### src/rtl/smsm_pkg.sv
package smsm_pkg;

   // Field widths of the transactions.
   localparam int unsigned ADDR_W      = 5;
   localparam int unsigned CMD_W       = 8;
   localparam int unsigned STATE_W     = 3;
   localparam int unsigned MODE_W      = 2;
   localparam int unsigned CSR_INDEX_W = 2;
   localparam int unsigned CSR_DATA_W  = 5;
   localparam int unsigned REQ_DATA_W  = 16;
   localparam int unsigned RSP_DATA_W  = 16;

   // Configuration register indexes.
   localparam logic [CSR_INDEX_W-1:0] CSR_RUN_MODE  = 2'd0;
   localparam logic [CSR_INDEX_W-1:0] CSR_SS_ADDR   = 2'd1;
   localparam logic [CSR_INDEX_W-1:0] CSR_PROG_ADDR = 2'd2;

   // Run modes.
   localparam logic [MODE_W-1:0] MODE_UNUSED = 2'd0;
   localparam logic [MODE_W-1:0] MODE_REMOTE = 2'd1;
   localparam logic [MODE_W-1:0] MODE_MANUAL = 2'd2;

   // Reset values of the configuration registers.
   localparam logic [MODE_W-1:0] RESET_RUN_MODE  = MODE_REMOTE;
   localparam logic [ADDR_W-1:0] RESET_SS_ADDR   = 5'd7;
   localparam logic [ADDR_W-1:0] RESET_PROG_ADDR = 5'd11;

   // A programmed command pair always has an even stop command.
   localparam logic [CMD_W-1:0] CMD_PAIR_MASK = 8'hFE;

   // Request payload, last field in the lowest bits.
   typedef struct packed {
      logic [1:0]        pad;
      logic              button_pressed;
      logic [CMD_W-1:0]  msg_command;
      logic [ADDR_W-1:0] msg_address;
   } req_data_type;

   // Response payload, last field in the lowest bits.
   typedef struct packed {
      logic               pad;
      logic [STATE_W-1:0] persist_state;
      logic [CMD_W-1:0]   stop_code;
      logic               started_now;
      logic [STATE_W-1:0] run_state;
   } rsp_data_type;

endpackage

### src/rtl/start_module_state_machine_unit.sv
// Channel   Direction  Handshake             Payload
// req_      in         req_tvalid/tready     tuser: msg_valid; tdata: address, command, button
// rsp_      out        rsp_tvalid/tready     tdata: run_state, started_now, stop_code, persist_state
// csr_      in         csr_valid/csr_ready   csr_index selects the register, csr_data the value
//
// Every poll tick passes through the input register and then the state
// update, which writes the response register. A new tick is accepted
// in every cycle as long as the response register drains.
// Reset is synchronous and active high; it restores the power-on state,
// the default command pair and the default configuration.
// A stalled response holds the input register, which then stalls requests.
module start_module_state_machine_unit (
   input  logic                                clock,
   input  logic                                reset,
   // Request transaction: tuser = msg_valid.
   input  logic                                req_tvalid,
   output logic                                req_tready,
   input  logic                                req_tuser,
   // tdata from bit 0: msg_address[4:0], msg_command[12:5], button_pressed[13], zeros.
   input  logic [smsm_pkg::REQ_DATA_W-1:0]     req_tdata,
   // Response transaction.
   output logic                                rsp_tvalid,
   input  logic                                rsp_tready,
   // tdata from bit 0: run_state[2:0], started_now[3], stop_code[11:4],
   // persist_state[14:12], zero.
   output logic [smsm_pkg::RSP_DATA_W-1:0]     rsp_tdata,
   // Configuration write transaction.
   input  logic                                csr_valid,
   output logic                                csr_ready,
   input  logic [smsm_pkg::CSR_INDEX_W-1:0]    csr_index,
   input  logic [smsm_pkg::CSR_DATA_W-1:0]     csr_data
);

   import smsm_pkg::*;

   // Run state encoding, also used for the persisted state.
   typedef enum logic [STATE_W-1:0] {
      ST_PROG        = 3'd0,
      ST_POWER_ON    = 3'd1,
      ST_STARTED     = 3'd2,
      ST_STOPPED_SAFE = 3'd3,
      ST_STOPPED     = 3'd4
   } state_type;

   // Configuration registers.
   logic [MODE_W-1:0] run_mode_ff;
   logic [ADDR_W-1:0] ss_addr_ff;
   logic [ADDR_W-1:0] prog_addr_ff;

   // Controller state.
   state_type         state_ff;
   state_type         state_in;
   logic [CMD_W-1:0]  stop_cmd_ff;
   logic [CMD_W-1:0]  stop_cmd_in;
   logic              prog_pending_ff;
   logic              prog_pending_in;
   logic              button_latched_ff;
   logic              button_latched_in;

   // Input register.
   logic              in_valid_ff;
   logic              in_msg_valid_ff;
   req_data_type      in_data_ff;

   // Response register.
   logic              rsp_valid_ff;
   rsp_data_type      rsp_data_ff;
   rsp_data_type      rsp_data_in;

   logic              req_accept;
   logic              advance;
   logic              csr_write;
   logic [CMD_W-1:0]  start_cmd;
   logic              on_ss;
   logic              on_prog;
   logic              is_start;
   logic              is_stop;
   state_type         msg_state;
   state_type         saved;

   // The tick in the input register moves on when the response register
   // is empty or is being emptied in this cycle.
   assign advance    = in_valid_ff && (!rsp_valid_ff || rsp_tready);
   assign req_tready = !in_valid_ff || advance;
   assign req_accept = req_tvalid && req_tready;
   assign csr_ready  = 1'b1;
   assign csr_write  = csr_valid && csr_ready;

   assign rsp_tvalid = rsp_valid_ff;
   assign rsp_tdata  = rsp_data_ff;

   // The start command always follows the stop command.
   assign start_cmd = stop_cmd_ff + 8'd1;
   assign on_ss     = in_data_ff.msg_address == ss_addr_ff;
   assign on_prog   = in_data_ff.msg_address == prog_addr_ff;
   assign is_start  = on_ss && (in_data_ff.msg_command == start_cmd);
   assign is_stop   = on_ss && (in_data_ff.msg_command == stop_cmd_ff);

   always_comb begin
      state_in          = state_ff;
      stop_cmd_in       = stop_cmd_ff;
      prog_pending_in   = prog_pending_ff;
      button_latched_in = button_latched_ff;
      msg_state         = state_ff;

      case (run_mode_ff)
         MODE_REMOTE: begin
            // Message handling; a programming message wins over start/stop.
            if (in_msg_valid_ff) begin
               if (state_ff == ST_POWER_ON) begin
                  if (is_start) begin
                     msg_state = ST_STARTED;
                  end
                  if (is_stop) begin
                     msg_state = ST_STOPPED_SAFE;
                  end
               end else if (state_ff == ST_STARTED) begin
                  if (is_stop) begin
                     msg_state = ST_STOPPED_SAFE;
                  end
               end
               if ((state_ff == ST_POWER_ON || state_ff == ST_STARTED) && on_prog) begin
                  msg_state       = ST_PROG;
                  stop_cmd_in     = in_data_ff.msg_command & CMD_PAIR_MASK;
                  prog_pending_in = 1'b1;
               end
            end
            // Programming lasts one extra tick; stopped safe settles at once.
            state_in = msg_state;
            if (msg_state == ST_PROG) begin
               if (prog_pending_in) begin
                  prog_pending_in = 1'b0;
               end else begin
                  state_in = ST_POWER_ON;
               end
            end else if (msg_state == ST_STOPPED_SAFE) begin
               state_in = ST_STOPPED;
            end
         end
         MODE_MANUAL: begin
            // A press edge turns power on into started; any other state falls back to power on.
            if (!in_data_ff.button_pressed) begin
               button_latched_in = 1'b0;
            end else if (!button_latched_ff) begin
               button_latched_in = 1'b1;
               state_in = (state_ff == ST_POWER_ON) ? ST_STARTED : ST_POWER_ON;
            end
         end
         default: begin
            // Unused modes hold all state.
         end
      endcase

      case (state_in)
         ST_STARTED:      saved = ST_STARTED;
         ST_STOPPED_SAFE: saved = ST_STOPPED_SAFE;
         default:         saved = ST_POWER_ON;
      endcase

      rsp_data_in.pad           = 1'b0;
      rsp_data_in.run_state     = state_in;
      rsp_data_in.started_now   = (state_in == ST_STARTED) && (state_ff != ST_STARTED);
      rsp_data_in.stop_code     = stop_cmd_in;
      rsp_data_in.persist_state = saved;
   end

   always_ff @(posedge clock) begin
      if (reset) begin
         run_mode_ff       <= RESET_RUN_MODE;
         ss_addr_ff        <= RESET_SS_ADDR;
         prog_addr_ff      <= RESET_PROG_ADDR;
         state_ff          <= ST_POWER_ON;
         stop_cmd_ff       <= '0;
         prog_pending_ff   <= 1'b0;
         button_latched_ff <= 1'b0;
         in_valid_ff       <= 1'b0;
         rsp_valid_ff      <= 1'b0;
      end else begin
         if (csr_write) begin
            case (csr_index)
               CSR_RUN_MODE:  run_mode_ff  <= csr_data[MODE_W-1:0];
               CSR_SS_ADDR:   ss_addr_ff   <= csr_data[ADDR_W-1:0];
               CSR_PROG_ADDR: prog_addr_ff <= csr_data[ADDR_W-1:0];
               default: begin
                  // Writes beyond the register list are dropped.
               end
            endcase
         end
         if (req_accept) begin
            in_valid_ff <= 1'b1;
         end else if (advance) begin
            in_valid_ff <= 1'b0;
         end
         if (advance) begin
            state_ff          <= state_in;
            stop_cmd_ff       <= stop_cmd_in;
            prog_pending_ff   <= prog_pending_in;
            button_latched_ff <= button_latched_in;
            rsp_valid_ff      <= 1'b1;
         end else if (rsp_tready) begin
            rsp_valid_ff <= 1'b0;
         end
      end
      // Payload registers.
      if (req_accept) begin
         in_msg_valid_ff <= req_tuser;
         in_data_ff      <= req_tdata;
      end
      if (advance) begin
         rsp_data_ff <= rsp_data_in;
      end
   end

endmodule

### config.mk
export PLATFORM = sky130hd
export DESIGN_NAME = start_module_state_machine_unit
export DESIGN_NICKNAME = d
export VERILOG_FILES = /design/src/rtl/smsm_pkg.sv /design/src/rtl/start_module_state_machine_unit.sv
export SDC_FILE = /design/constraint.sdc
export NUM_CORES = 1
export LEC_CHECK = 0
export BUFFER_PORTS_ARGS = -buffer_cell sky130_fd_sc_hd__clkbuf_2
export CORE_MARGIN = 2
export CORE_UTILIZATION = 25
export CTS_BUF_LIST = sky130_fd_sc_hd__clkbuf_16
export CTS_CLUSTER_SIZE = 30
export DETAILED_ROUTE_END_ITERATION = 10
export GPL_TIMING_DRIVEN = 0
export SETUP_SLACK_MARGIN = 0.1
export SYNTH_ARGS = -nofsm -noshare
export SYNTH_HDL_FRONTEND = slang
export SYNTH_SLANG_ARGS = --single-unit
### constraint.sdc
create_clock -name clock -period 3.9 [get_ports clock]
set_input_delay 0.39 -clock clock [delete_from_list [all_inputs] [get_ports clock]]
set_output_delay 0.39 -clock clock [all_outputs]
set_load 0.02 [all_outputs]
==> out/metrics.yaml <==
outcome: "finished, final reports clean"
cp_max_fo: 5
yosys-top-cells-area: "edfxtp_1 (31%), dfxtp_1 (19%), mux2i_1 (6.5%)"
antenna-diode-count: 0
wl_um: 5900
clk_pin_slew_worst_paths_ns: 0.08
critPathBufInv: 0
die_area_um2: 12000
synthCells: 260
cts_buffer_depth: 2
grt_overflow: 0
p_leak_nw: 1.30
nFillCells: 1124
worst_hold_slack_ns: 0.262
synthAdderAreaFrac_pct: 1.75
first_global_vias: 1999
ys.warnings.count: 0
slew_viol_final: 0
synthMuxAreaShare_pct: 8.88
ys.flop_type: "edfxtp_1"
coreArea_um2: 10900
fin_area_um2: 3350
grt_setup_unrepaired: "no"
critPathRequiredTime_ns: 3.94
post-route-period-util_pct: 69.3
nets: 342
hold_viol: 0
ios: 48
antenna_found_initial: 0
cp-end-kind: "flop"
clk_latency_ns: 0.30
ant_nets: 0
worstMarginPinSlew_ns: 0.826
p_per_area_nw_per_um2: 384
vdd_drop_max_v: 0.000186
fin_tns_setup_ns: 0
hpwl_um: 4410
layout_common_cells: "clkbuf_2 (42), nor2_1 (30), edfxtp_1 (29)"
layout.cells.non_filler: 451
synth_edf_count: 29
crit_path_cell_trace: "xor2_1, nand4b_1, nor4_2, nand2_1, o31a_1, a211oi_2, a221oi_2, or3_1"
drt_first_pass_iters: 6
cts_root_buf: "clkbuf_16"
max-cap-violations: 0
area_delta_synth_final_pct: 19.9
syn_area_um2: 2790
seq_area_frac_synth_pct: 50.6
finalSetupViolations: 0
layout_setup_ws_ns: 1.20
drive_gt1_share_pct: 24.1
numCtsBuffers: 5
synth_top_family_by_area: "simple AND/OR/NAND/NOR gates"
final_common_cell: "clkbuf_2"
fin_worst_skew_ns: 0.0101
synthSimpleGateAreaFrac_pct: 17.0
initial_core_util_pct: 25.6
critPathKind: "flop to flop"
min_path_type: "primary input to flop"
cts_tree: "done"
rows: 38
via_per_inst: 4.47
placed_area_um2: 3180
drcViolationCount: 0
wire_per_inst_um: 13.1
max_freq_mhz: 370
synth_xor_xnor_area_share_pct: 7.85
grt_usage_pct: 10.4
critPathArrivalTime_ns: 2.74
avgSynthCellArea_um2: 10.7
min_period_ns: 2.70
die_w_um: 110
crit_family: "simple AND/OR/NAND/NOR gates"
cts_max_level: 2
vias: 2018
synth_compound_area_share_pct: 10.8
die_h_um: 110
yosys.cell_types.count: 58
pre_cts_ws_ns: 1.24
cts_resized: 0
hold_buffers: 0
cpMaxStageDelayCell: "edfxtp_1"
synthDominantCellAreaShare_pct: 31.2
ys_ff_latch: 56
placedCellCount: 443
synthArstFlopShare_pct: 0
clock-sinks: 56
post_cts_buffers: 0
synth_top_area_cell: "edfxtp_1"
grt_max_degree: 19
relSlewSlack_pct: 44.9
grt_pass1_wl_um: 9780
drt_iter0_drc: 140
max_stage_delay_ns: 0.43
gp_congestion: 0.807
portBuffers: 42
cp-start-kind: "flop"
-- state kept, by name (all words and copies together) (netlist names) --
signal and flops:
rsp_tvalid 1, prog_addr_ff 5, rsp_tdata 14, state_ff 3
prog_pending_ff 1, ss_addr_ff 5, button_latched_ff 1, stop_cmd_ff 8
run_mode_ff 2, in_msg_valid_ff 1, in_valid_ff 1, in_data_ff 14
-- cell families after synthesis --
group | count (synthesis)
DFF | 56
xor gates and xnor gates | 22
AOI/OAI and AO/OA | 42
buffers and inverters | 17
muxes | 24
and+or+nand+nor | 93
other | 2
adders and majority gates | 4
-- cell usage after synthesis (all sizes together), types with 2 or more instances --
cell type / count
conb: 2
nor4: 2
buf: 8
nor3: 3
nand2: 24
xnor2: 14
nor2b: 3
nand2b: 6
mux2: 6
inv: 6
mux2i: 18
nand3b: 3
a211oi: 6
edfxtp: 29
o2111ai: 2
and2: 3
dfxtp: 27
clkbuf: 2
ha: 3
a21oi: 12
a41oi: 2
and4: 2
xor2: 8
nor2: 31
or3: 2
o21ai: 6
nand3: 7
nor3b: 2
-- metal layers --
metal	global-route usage (%)	share of wire (%)	vias up
li1	-	-	1024
met1	13.5	47	940
met2	17.4	49	52
met3	2.31	4.4	2
met4	2.62	0.25	0
met5	0	0	-
-- report_power, final --
part	leakage, nW	switching, W	internal (W)
sequential	0.492	0.0000159	0.000645
combinational	0.731	0.0000804	0.0000537
clock	0.0786	0.000210	0.000280
total	1.30	0.000306	0.000978
-- final cells by class --
cell class,count,area (µm²),share of cell area (%)
sequential,56,1410,42.2
multi-input combinational,188,1300,38.9
timing repair buffer,42,210,6.28
tap,140,175,5.24
clock buffer,6,150,4.49
buffer,10,53.8,1.61
inverter,7,26.3,0.785
clock inverter,2,16.3,0.486
-- worst reg2reg max path: stages (launching register included) --
cell	delay, ns
edfxtp_1	0.43
xor2_1	0.21
nand4b_1	0.22
nor4_2	0.40
nand2_1	0.14
o31a_1	0.27
a211oi_2	0.30
a221oi_2	0.13
or3_1	0.36
-- per-stage QoR --
stage               power, W  util [%]
CTS                  0.00130      30.7
detailed placement  0.000810      29.2
floorplan           0.000763         -
finish               0.00128      30.7
global placement    0.000806      29.2
global route         0.00134      30.7
-- final timing paths --
| path | startpoint | endpoint | slack, ns | cells after the start |
|---|---|---|---|---|
| hold / removal | req_tdata[1] | in_data_ff[1] | 0.26 | 1 |
| hold reg to reg | button_latched_ff | button_latched_ff | 0.45 | 2 |
| setup / recovery | in_data_ff[9] | rsp_tdata[12] | 1.20 | 8 |
| setup reg to reg | in_data_ff[9] | rsp_tdata[12] | 1.20 | 8 |
No activity file was read; power rests on OpenSTA's default activity.
